<file path="config.mk">
export PLATFORM = sky130hd
export DESIGN_NAME = distance_weighted_spatial_mixer_core
export DESIGN_NICKNAME = d
export VERILOG_FILES = /design/src/design/dwsm_pkg.sv /design/src/design/dwsm_front.sv /design/src/design/dwsm_back.sv /design/src/design/distance_weighted_spatial_mixer_core.sv
export SDC_FILE = /design/constraint.sdc
export NUM_CORES = 2
export LEC_CHECK = 0
export CORE_MARGIN = 1
export CORE_UTILIZATION = 35
export DETAILED_ROUTE_END_ITERATION = 10
export DONT_BUFFER_PORTS = 1
export GPL_ROUTABILITY_DRIVEN = 0
export PLACE_DENSITY = 0.51
export SETUP_SLACK_MARGIN = 0.4
export SLEW_MARGIN = 20
export SYNTH_ARGS = -nofsm -noshare
export SYNTH_HDL_FRONTEND = slang
export SYNTH_SLANG_ARGS = --single-unit
</file>
<file path="constraint.sdc">
create_clock -name clock -period 13.3 [get_ports clock]
set_clock_uncertainty 0.05 [all_clocks]
set_input_delay 3.99 -clock clock [delete_from_list [all_inputs] [get_ports clock]]
set_output_delay 3.99 -clock clock [all_outputs]
set_load 0.05 [all_outputs]
</file>
<file path="src/design/dwsm_pkg.sv">
`timescale 1ns / 1ps

package dwsm_pkg;

   localparam int DWSM_QUEUE_DEPTH = 2;

   // Usual number of sources per mix point; the count register saturates well above it.
   localparam int MAX_SOURCES = 8;

   localparam logic [15:0] GAIN_RESET = 16'd18022;
   localparam logic [15:0] FULL_SCALE = 16'd40960;
   localparam logic [16:0] WEIGHT_ONE = 17'd65536;
   localparam logic [21:0] SUM_MAX    = 22'h3F_FFFF;
   localparam logic [6:0]  COUNT_MAX  = 7'd127;

   // Iteration counts of the root unit and of the shared divide unit.
   localparam int SQRT_STEPS = 16;
   localparam int DIV_STEPS  = 34;
   localparam int STEP_W     = 6;

   // One accepted beat after the front end has classified it.
   typedef struct packed {
      logic signed [16:0] sample_level;
      logic [15:0]        source_x;
      logic [15:0]        source_y;
      logic [15:0]        source_radius;
      logic [15:0]        mix_x;
      logic [15:0]        mix_y;
      logic               source_connected;
      logic               last_source;
      logic               reject;
   } item_type;

   // Handshake between the front queue and the back end.
   typedef struct packed {
      logic     valid;
      item_type item;
   } queue_out_type;

endpackage

</file>
<file path="src/design/dwsm_front.sv">
`timescale 1ns / 1ps

module dwsm_front #(
   parameter int QUEUE_DEPTH = dwsm_pkg::DWSM_QUEUE_DEPTH
) (
   input  logic                    clock,
   input  logic                    reset,
   input  logic                    req_tvalid,
   output logic                    req_tready,
   input  logic [103:0]            req_tdata,
   input  logic                    req_tuser,
   input  logic                    req_tlast,
   output dwsm_pkg::queue_out_type q_out,
   input  logic                    q_pop
);
   import dwsm_pkg::*;

   localparam int PtrW = (QUEUE_DEPTH > 1) ? $clog2(QUEUE_DEPTH) : 1;
   localparam int CntW = $clog2(QUEUE_DEPTH + 1);
   localparam logic [PtrW-1:0] LastPtr = PtrW'(QUEUE_DEPTH - 1);
   localparam logic [CntW-1:0] FullCnt = CntW'(QUEUE_DEPTH);

   item_type            entry_ff [QUEUE_DEPTH];
   logic [PtrW-1:0]     wr_ptr_ff, wr_ptr_in;
   logic [PtrW-1:0]     rd_ptr_ff, rd_ptr_in;
   logic [CntW-1:0]     count_ff, count_in;
   item_type            new_item;
   logic                push;
   logic                pop;

   // Classify on the way in: an unpatched source or a zero radius can never be in range.
   always_comb begin
      new_item.sample_level     = $signed(req_tdata[16:0]);
      new_item.source_x         = req_tdata[32:17];
      new_item.source_y         = req_tdata[48:33];
      new_item.source_radius    = req_tdata[64:49];
      new_item.mix_x            = req_tdata[80:65];
      new_item.mix_y            = req_tdata[96:81];
      new_item.source_connected = req_tuser;
      new_item.last_source      = req_tlast;
      new_item.reject           = !req_tuser || (req_tdata[64:49] == 16'd0);
   end

   assign req_tready  = (count_ff != FullCnt);
   assign push        = req_tvalid && req_tready;
   assign pop         = q_pop && (count_ff != '0);
   assign q_out.valid = (count_ff != '0);
   assign q_out.item  = entry_ff[rd_ptr_ff];

   always_comb begin
      wr_ptr_in = wr_ptr_ff;
      rd_ptr_in = rd_ptr_ff;
      count_in  = count_ff;
      if (push) begin
         wr_ptr_in = (wr_ptr_ff == LastPtr) ? '0 : wr_ptr_ff + 1'b1;
      end
      if (pop) begin
         rd_ptr_in = (rd_ptr_ff == LastPtr) ? '0 : rd_ptr_ff + 1'b1;
      end
      if (push && !pop) begin
         count_in = count_ff + 1'b1;
      end else if (pop && !push) begin
         count_in = count_ff - 1'b1;
      end
   end

   always_ff @(posedge clock) begin
      if (reset) begin
         wr_ptr_ff <= '0;
         rd_ptr_ff <= '0;
         count_ff  <= '0;
      end else begin
         wr_ptr_ff <= wr_ptr_in;
         rd_ptr_ff <= rd_ptr_in;
         count_ff  <= count_in;
      end
   end

   always_ff @(posedge clock) begin
      if (push) begin
         entry_ff[wr_ptr_ff] <= new_item;
      end
   end

endmodule

</file>
<file path="src/design/dwsm_back.sv">
`timescale 1ns / 1ps

module dwsm_back (
   input  logic                    clock,
   input  logic                    reset,
   input  dwsm_pkg::queue_out_type q_out,
   output logic                    q_pop,
   input  logic [15:0]             weight_gain,
   output logic                    rsp_tvalid,
   input  logic                    rsp_tready,
   output logic [31:0]             rsp_tdata,
   output logic                    rsp_tuser,
   output logic                    rsp_tlast
);
   import dwsm_pkg::*;

   localparam logic [3:0] ST_IDLE    = 4'd0;
   localparam logic [3:0] ST_SQUARE  = 4'd1;
   localparam logic [3:0] ST_COMPARE = 4'd2;
   localparam logic [3:0] ST_SQRT    = 4'd3;
   localparam logic [3:0] ST_WMUL    = 4'd4;
   localparam logic [3:0] ST_DIV     = 4'd5;
   localparam logic [3:0] ST_SMUL    = 4'd6;
   localparam logic [3:0] ST_ACC     = 4'd7;
   localparam logic [3:0] ST_OUT     = 4'd8;

   logic [3:0]        state_ff;
   item_type          item_ff;
   logic [31:0]       px_ff, py_ff, rr_ff;
   logic              hit_ff;
   logic [31:0]       rem_ff, root_ff, bit_ff;
   logic [STEP_W-1:0] step_ff;
   logic [33:0]       dvd_ff;
   logic [15:0]       drem_ff, divisor_ff;
   logic              div_mean_ff;
   logic [16:0]       weight_ff;
   logic [15:0]       contrib_ff, level_ff;
   logic [21:0]       sum_ff;
   logic [6:0]        count_ff;
   logic              out_valid_ff;
   logic [15:0]       out_contrib_ff, out_level_ff;
   logic              out_hit_ff, out_last_ff;

   logic [15:0] dx, dy;
   logic [32:0] d2;
   logic [32:0] root_try;
   logic [16:0] drem_sh;
   logic        dbit;
   logic [15:0] sample_clamped;
   logic [32:0] sample_prod;
   logic [22:0] sum_wide;
   logic [21:0] sum_in;
   logic [6:0]  count_in;
   logic        out_free;

   assign dx = (item_ff.source_x > item_ff.mix_x) ? item_ff.source_x - item_ff.mix_x
                                                   : item_ff.mix_x - item_ff.source_x;
   assign dy = (item_ff.source_y > item_ff.mix_y) ? item_ff.source_y - item_ff.mix_y
                                                   : item_ff.mix_y - item_ff.source_y;
   assign d2       = {1'b0, px_ff} + {1'b0, py_ff};
   assign root_try = {1'b0, root_ff} + {1'b0, bit_ff};
   assign drem_sh  = {drem_ff, dvd_ff[33]};
   assign dbit     = (drem_sh >= {1'b0, divisor_ff});

   always_comb begin
      if (item_ff.sample_level[16]) begin
         sample_clamped = '0;
      end else if (item_ff.sample_level[15:0] > FULL_SCALE) begin
         sample_clamped = FULL_SCALE;
      end else begin
         sample_clamped = item_ff.sample_level[15:0];
      end
   end

   assign sample_prod = 33'(sample_clamped * weight_ff);
   assign sum_wide    = {1'b0, sum_ff} + {7'd0, contrib_ff};
   assign sum_in      = !hit_ff ? sum_ff : (sum_wide > {1'b0, SUM_MAX}) ? SUM_MAX
                                                                         : sum_wide[21:0];
   assign count_in    = (hit_ff && count_ff != COUNT_MAX) ? count_ff + 1'b1 : count_ff;
   assign out_free    = !out_valid_ff || rsp_tready;
   assign q_pop       = (state_ff == ST_IDLE) && q_out.valid;

   always_ff @(posedge clock) begin
      if (reset) begin
         state_ff     <= ST_IDLE;
         sum_ff       <= '0;
         count_ff     <= '0;
         out_valid_ff <= 1'b0;
      end else begin
         if (state_ff == ST_OUT && out_free) begin
            out_valid_ff <= 1'b1;
         end else if (out_valid_ff && rsp_tready) begin
            out_valid_ff <= 1'b0;
         end
         unique case (state_ff)
            ST_IDLE: begin
               if (q_out.valid) begin
                  state_ff <= ST_SQUARE;
               end
            end
            ST_SQUARE:  state_ff <= ST_COMPARE;
            ST_COMPARE: state_ff <= (!item_ff.reject && d2 < {1'b0, rr_ff}) ? ST_SQRT : ST_ACC;
            ST_SQRT: begin
               if (step_ff == STEP_W'(SQRT_STEPS - 1)) begin
                  state_ff <= ST_WMUL;
               end
            end
            ST_WMUL: state_ff <= ST_DIV;
            ST_DIV: begin
               if (step_ff == STEP_W'(DIV_STEPS - 1)) begin
                  state_ff <= div_mean_ff ? ST_OUT : ST_SMUL;
               end
            end
            ST_SMUL: state_ff <= ST_ACC;
            ST_ACC: begin
               if (item_ff.last_source) begin
                  sum_ff   <= '0;
                  count_ff <= '0;
                  state_ff <= (count_in != '0) ? ST_DIV : ST_OUT;
               end else begin
                  sum_ff   <= sum_in;
                  count_ff <= count_in;
                  state_ff <= ST_OUT;
               end
            end
            ST_OUT: begin
               if (out_free) begin
                  state_ff <= ST_IDLE;
               end
            end
            default: state_ff <= ST_IDLE;
         endcase
      end
   end

   // Datapath registers.
   always_ff @(posedge clock) begin
      case (state_ff)
         ST_IDLE: begin
            item_ff <= q_out.item;
         end
         ST_SQUARE: begin
            px_ff <= 32'(dx * dx);
            py_ff <= 32'(dy * dy);
            rr_ff <= 32'(item_ff.source_radius * item_ff.source_radius);
         end
         ST_COMPARE: begin
            hit_ff     <= !item_ff.reject && d2 < {1'b0, rr_ff};
            contrib_ff <= '0;
            level_ff   <= '0;
            rem_ff     <= d2[31:0];
            root_ff    <= '0;
            bit_ff     <= 32'h4000_0000;
            step_ff    <= '0;
         end
         ST_SQRT: begin
            if ({1'b0, rem_ff} >= root_try) begin
               rem_ff  <= rem_ff - root_try[31:0];
               root_ff <= (root_ff >> 1) + bit_ff;
            end else begin
               root_ff <= root_ff >> 1;
            end
            bit_ff  <= bit_ff >> 2;
            step_ff <= step_ff + 1'b1;
         end
         ST_WMUL: begin
            dvd_ff      <= {32'(weight_gain * (item_ff.source_radius - root_ff[15:0])), 2'b00};
            divisor_ff  <= item_ff.source_radius;
            drem_ff     <= '0;
            div_mean_ff <= 1'b0;
            step_ff     <= '0;
         end
         ST_DIV: begin
            drem_ff <= dbit ? 16'(drem_sh - {1'b0, divisor_ff}) : drem_sh[15:0];
            dvd_ff  <= {dvd_ff[32:0], dbit};
            step_ff <= step_ff + 1'b1;
            if (step_ff == STEP_W'(DIV_STEPS - 1)) begin
               if (div_mean_ff) begin
                  level_ff <= ({dvd_ff[32:0], dbit} > {18'd0, FULL_SCALE}) ? FULL_SCALE
                              : {dvd_ff[14:0], dbit};
               end else begin
                  weight_ff <= ({dvd_ff[32:0], dbit} > {17'd0, WEIGHT_ONE}) ? WEIGHT_ONE
                               : {dvd_ff[15:0], dbit};
               end
            end
         end
         ST_SMUL: begin
            contrib_ff <= sample_prod[31:16];
         end
         ST_ACC: begin
            dvd_ff      <= {12'd0, sum_in};
            divisor_ff  <= {9'd0, count_in};
            drem_ff     <= '0;
            div_mean_ff <= 1'b1;
            step_ff     <= '0;
         end
         ST_OUT: begin
            if (out_free) begin
               out_contrib_ff <= contrib_ff;
               out_level_ff   <= level_ff;
               out_hit_ff     <= hit_ff;
               out_last_ff    <= item_ff.last_source;
            end
         end
         default: begin
         end
      endcase
   end

   assign rsp_tvalid = out_valid_ff;
   assign rsp_tdata  = {out_level_ff, out_contrib_ff};
   assign rsp_tuser  = out_hit_ff;
   assign rsp_tlast  = out_last_ff;

endmodule

</file>
<file path="src/design/distance_weighted_spatial_mixer_core.sv">
`timescale 1ns / 1ps

// Distance-weighted spatial mixer. Each request beat pairs one source with one mix point;
// the block finds their Euclidean distance and, for a patched source closer than its
// radius, weights the sample (clamped to 0..10 V at 4096 codes per volt) by
// min(1, weight_gain * (r - d) / r). Every request beat gives exactly one response beat
// holding that source's contribution and an in-range flag; the beat that carries
// tlast also carries the average of the in-range contributions of its mix point (0 if
// none was in range), after which the running sum and count start over. A front queue
// takes beats while the back end works, and a response register lets the back end
// finish its next beat while the previous one waits. Throughput is set by the back end,
// which handles one beat at a time: square, compare, accumulate and output for a source
// out of range, plus square root, weight multiply, the shared restoring divider and
// sample multiply in range, and a second divide on tlast if any source was in range.
module distance_weighted_spatial_mixer_core #(
   parameter int QUEUE_DEPTH = dwsm_pkg::DWSM_QUEUE_DEPTH
) (
   input  logic         clock,
   input  logic         reset,
   input  logic         req_tvalid,
   output logic         req_tready,
   // sample_level[16:0], source_x[32:17], source_y[48:33], source_radius[64:49],
   // mix_x[80:65], mix_y[96:81], zero fill [103:97]
   input  logic [103:0] req_tdata,
   // source_connected
   input  logic         req_tuser,
   // last_source
   input  logic         req_tlast,
   output logic         rsp_tvalid,
   input  logic         rsp_tready,
   // contribution[15:0], mix_level[31:16]
   output logic [31:0]  rsp_tdata,
   // in_range
   output logic         rsp_tuser,
   // mix_valid
   output logic         rsp_tlast,
   input  logic         csr_wr_en,
   input  logic [15:0]  csr_wr_data
);
   import dwsm_pkg::*;

   logic [15:0]   weight_gain_ff;
   queue_out_type q_out;
   logic          q_pop;

   // The user is to write the gain register only while the block is idle; the block itself does not enforce this.
   always_ff @(posedge clock) begin
      if (reset) begin
         weight_gain_ff <= GAIN_RESET;
      end else if (csr_wr_en) begin
         weight_gain_ff <= csr_wr_data;
      end
   end

   dwsm_front #(
      .QUEUE_DEPTH(QUEUE_DEPTH)
   ) u_front (
      .clock     (clock),
      .reset     (reset),
      .req_tvalid(req_tvalid),
      .req_tready(req_tready),
      .req_tdata (req_tdata),
      .req_tuser (req_tuser),
      .req_tlast (req_tlast),
      .q_out     (q_out),
      .q_pop     (q_pop)
   );

   dwsm_back u_back (
      .clock      (clock),
      .reset      (reset),
      .q_out      (q_out),
      .q_pop      (q_pop),
      .weight_gain(weight_gain_ff),
      .rsp_tvalid (rsp_tvalid),
      .rsp_tready (rsp_tready),
      .rsp_tdata  (rsp_tdata),
      .rsp_tuser  (rsp_tuser),
      .rsp_tlast  (rsp_tlast)
   );

endmodule

</file>
==> reports/qor.txt <==
Status: finished, final reports clean
Synth Flop Type: edfxtp_1
Largest net degree at the start of global routing: 69
Grt ovf: 0
CP Depth: 32
Initial drt markers: 2946
Slew headroom: 19.9%
Post-CTS Setup Repair Bufs: 0
CP delay by family, top: adder cells
Post-CTS Resized: 0
Post-Place Cells: 10300
Final non-filler cell total: 10400
Rows: 170
FF/Latch Area: 19900 um2
Reg2reg path depth: 32
Detailed placer's ending HPWL: 147 mm
GR Util All Layers: 17.9%
Fmax: 97.2 MHz
Hold Crit Depth: 0
Post-synth top cells: inv_1 (1404), fa_1 (972), nand2_1 (768)
Final period utilization: 77.3%
# nets final: 9314
Hold Buf Count CTS: 0
Syn nets: 9386
Area contributors post-synth: fa_1 (26%), edfxtp_1 (25%), ha_1 (12%)
HP Class: reg -> reg
TritonCTS Buffers: 86
Area leader, netlist: fa_1
Vias in the first global route: 55600
WP data required: 13.68 ns
Area occupied by multi-input gates: 49500 um2
Element type at the critical path end: flip-flop
Layout cells sized above 1: 6.04%
Via total after detailed routing: 52400
Max Transition Viols Final: 0
Slew @ Worst Pin: 1.20 ns
Crit path buffers/inverters: 8
Post-route ant nets: 0
Worst reg-to-reg setup slack: 3.01 ns
CTS sink cnt: 681
Global-route wire length before repair: 308 mm
Setup TNS: 0 ns
FF+latch count, synth: 681
Clk root buf: clkbuf_16
FILL cells: 21400
Minimum clock period: 10.29 ns
Worst-path clk slew: 0.06 ns
Crit path kind: reg -> reg
Remaining DRCs: 0
Clk buf depth: 3
Clock Latency Late Sink: 0.75 ns
Drt total wl: 192 mm
Ports: 163
Final setup violation count: 0
CTS H-tree depth: 3
Worst path most repeated cell: inv_1
Max-Cap Viols: 0
PortBufs: 0
Fraction of registers with async set/reset: 0%
Avg Cell Area, Syn: 9.98 um2
TritonCTS clock tree: built
Register area share after synthesis: 26.3%
Cells after synthesis: 7587
Worst Path Arrival: 10.67 ns
Syn-to-layout area delta: 8.42%
Worst Setup Start Kind: flip-flop
Die H: 467 um
Die ar.: 218000 um2
Final Hold Fails: 0
Via density: 5.03
CP max-delay cell: xor2_1
Die width: 467 um
CORE AREA: 215000 um2
Top-area cell type share of the netlist area: 25.7%
RSZ-0062 raised after global routing: no
Max incr delay on CP: 0.69 ns
Initial antenna violation count: 5
Netlist cell types: 100
Mapped Area: 75700 um2
Most frequent cell after synthesis: inv_1
Pre-antenna DRT Iters: 5
Avg WL per Cell: 18.4 um
Ys Warns: 0
EDFF count, synth: 627
Worst-path fanout max: 23
Initial core utilization: 35.2%
## cells by family after synthesis
| kind of cell | count (synthesis) | share of synthesized area (%) |
|---|---|---|
| buffers and inverters | 1681 | 8.41 |
| adders and majority gates | 1672 | 37.3 |
| muxes | 159 | 2.29 |
| DFF | 681 | 26.3 |
| xor gates and xnor gates | 329 | 3.85 |
| and+or+nand+nor | 1993 | 12.5 |
| AOI/OAI and AO/OA | 1072 | 9.33 |
## flip-flops by register name, indices dropped and copies added (netlist names), 17 cells and up
name / flops
u_front.entry_ff: 198
u_back.px_ff: 31
u_back.sum_ff: 22
u_back.dvd_ff: 34
u_back.rr_ff: 31
u_back.rem_ff: 32
u_back.root_ff: 32
u_back.item_ff: 99
u_back.py_ff: 31
u_back.weight_ff: 17
## worst reg2reg max path: cells and delay by family, from the launching register on
kind / cells / cell delay, ns
AO/OA/AOI/OAI: 9 / 2.29
XOR/XNOR: 1 / 0.69
adder cells (fa/ha/maj): 9 / 3.91
buffers and inverters: 8 / 0.98
flip-flops: 1 / 0.39
multiplexers: 2 / 0.54
AND/OR/NAND/NOR: 3 / 1.17
## layout by cell type (no fill, tap or decap), drive strengths merged, types with 18 or more instances in the layout
cell type	Yosys	routed
a21oi	281	281
or3	26	26
inv	1406	1421
o21ai	221	221
nor2	381	381
fa	972	972
o21a	38	38
a21o	122	122
clkinv	4	34
xor2	122	122
nor4	31	31
clkbuf	235	97
o21bai	44	44
a31o	23	23
nor3	73	73
nand2	769	769
dfxtp	54	54
o211ai	44	44
o31ai	33	33
edfxtp	627	627
nor2b	101	101
mux2i	44	44
and3	134	134
a211o	18	18
ha	700	700
nand2b	49	49
mux2	115	115
nand4	33	33
a31oi	59	59
a211oi	51	51
and2	213	213
buf	36	111
xnor2	206	206
nand3	111	111
or2	21	21
## routing by layer
| metal | vias up | part of all wire [%] | GRT usage (%) | wire length, um |
|---|---|---|---|---|
| met1 | 26500 | 44 | 23.2 | 84400 |
| met4 | 2 | 2.0 | 4.25 | 3860 |
| li1 | 24700 | - | - | - |
| met5 | - | 0.0068 | 0 | 13 |
| met3 | 212 | 3.9 | 1.95 | 7400 |
| met2 | 972 | 50 | 31.6 | 96200 |
## final timing paths
| check | startpoint | endpoint |
|---|---|---|
| max reg2reg | u_back.item_ff[51]$_DFFE_PP_ | u_back.py_ff[30]$_DFFE_PP_ |
| max | u_back.item_ff[51]$_DFFE_PP_ | u_back.py_ff[30]$_DFFE_PP_ |
| min reg2reg | u_back.level_ff[8]$_SDFFCE_PN0P_ | u_back.out_level_ff[8]$_DFFE_PP_ |
| min | u_back.level_ff[8]$_SDFFCE_PN0P_ | u_back.out_level_ff[8]$_DFFE_PP_ |
## per-stage QoR
step / utilization, % / worst slack [ns] / area, um2 / hold WS [ns]
5_1_grt: 38.2 / 2.28 / 82100 / 0.379
2_1_floorplan: - / 2.09 / 75700 / 0.350
3_3_place_gp: 36.8 / 3.06 / 79100 / 0.359
6_report: 38.2 / 3.01 / 82100 / 0.368
3_5_place_dp: 36.8 / 2.94 / 79100 / 0.355
4_1_cts: 38.2 / 2.95 / 82100 / 0.368
## cell type report
class / count / share of cell area (%)
Timing Repair Buffer: 111 / 1.02
Clock buffer: 97 / 2.70
Sequential cell: 681 / 24.3
Antenna cell: 2 / 0.00610
Tap cell: 2838 / 4.33
Inverter: 1410 / 6.45
Clock inverter: 60 / 0.883
Multi-Input combinational cell: 5225 / 60.4
Power is left out: the tool's default activity adds up to more than one toggle a clock period on the data nets, which glitch-free logic cannot reach.
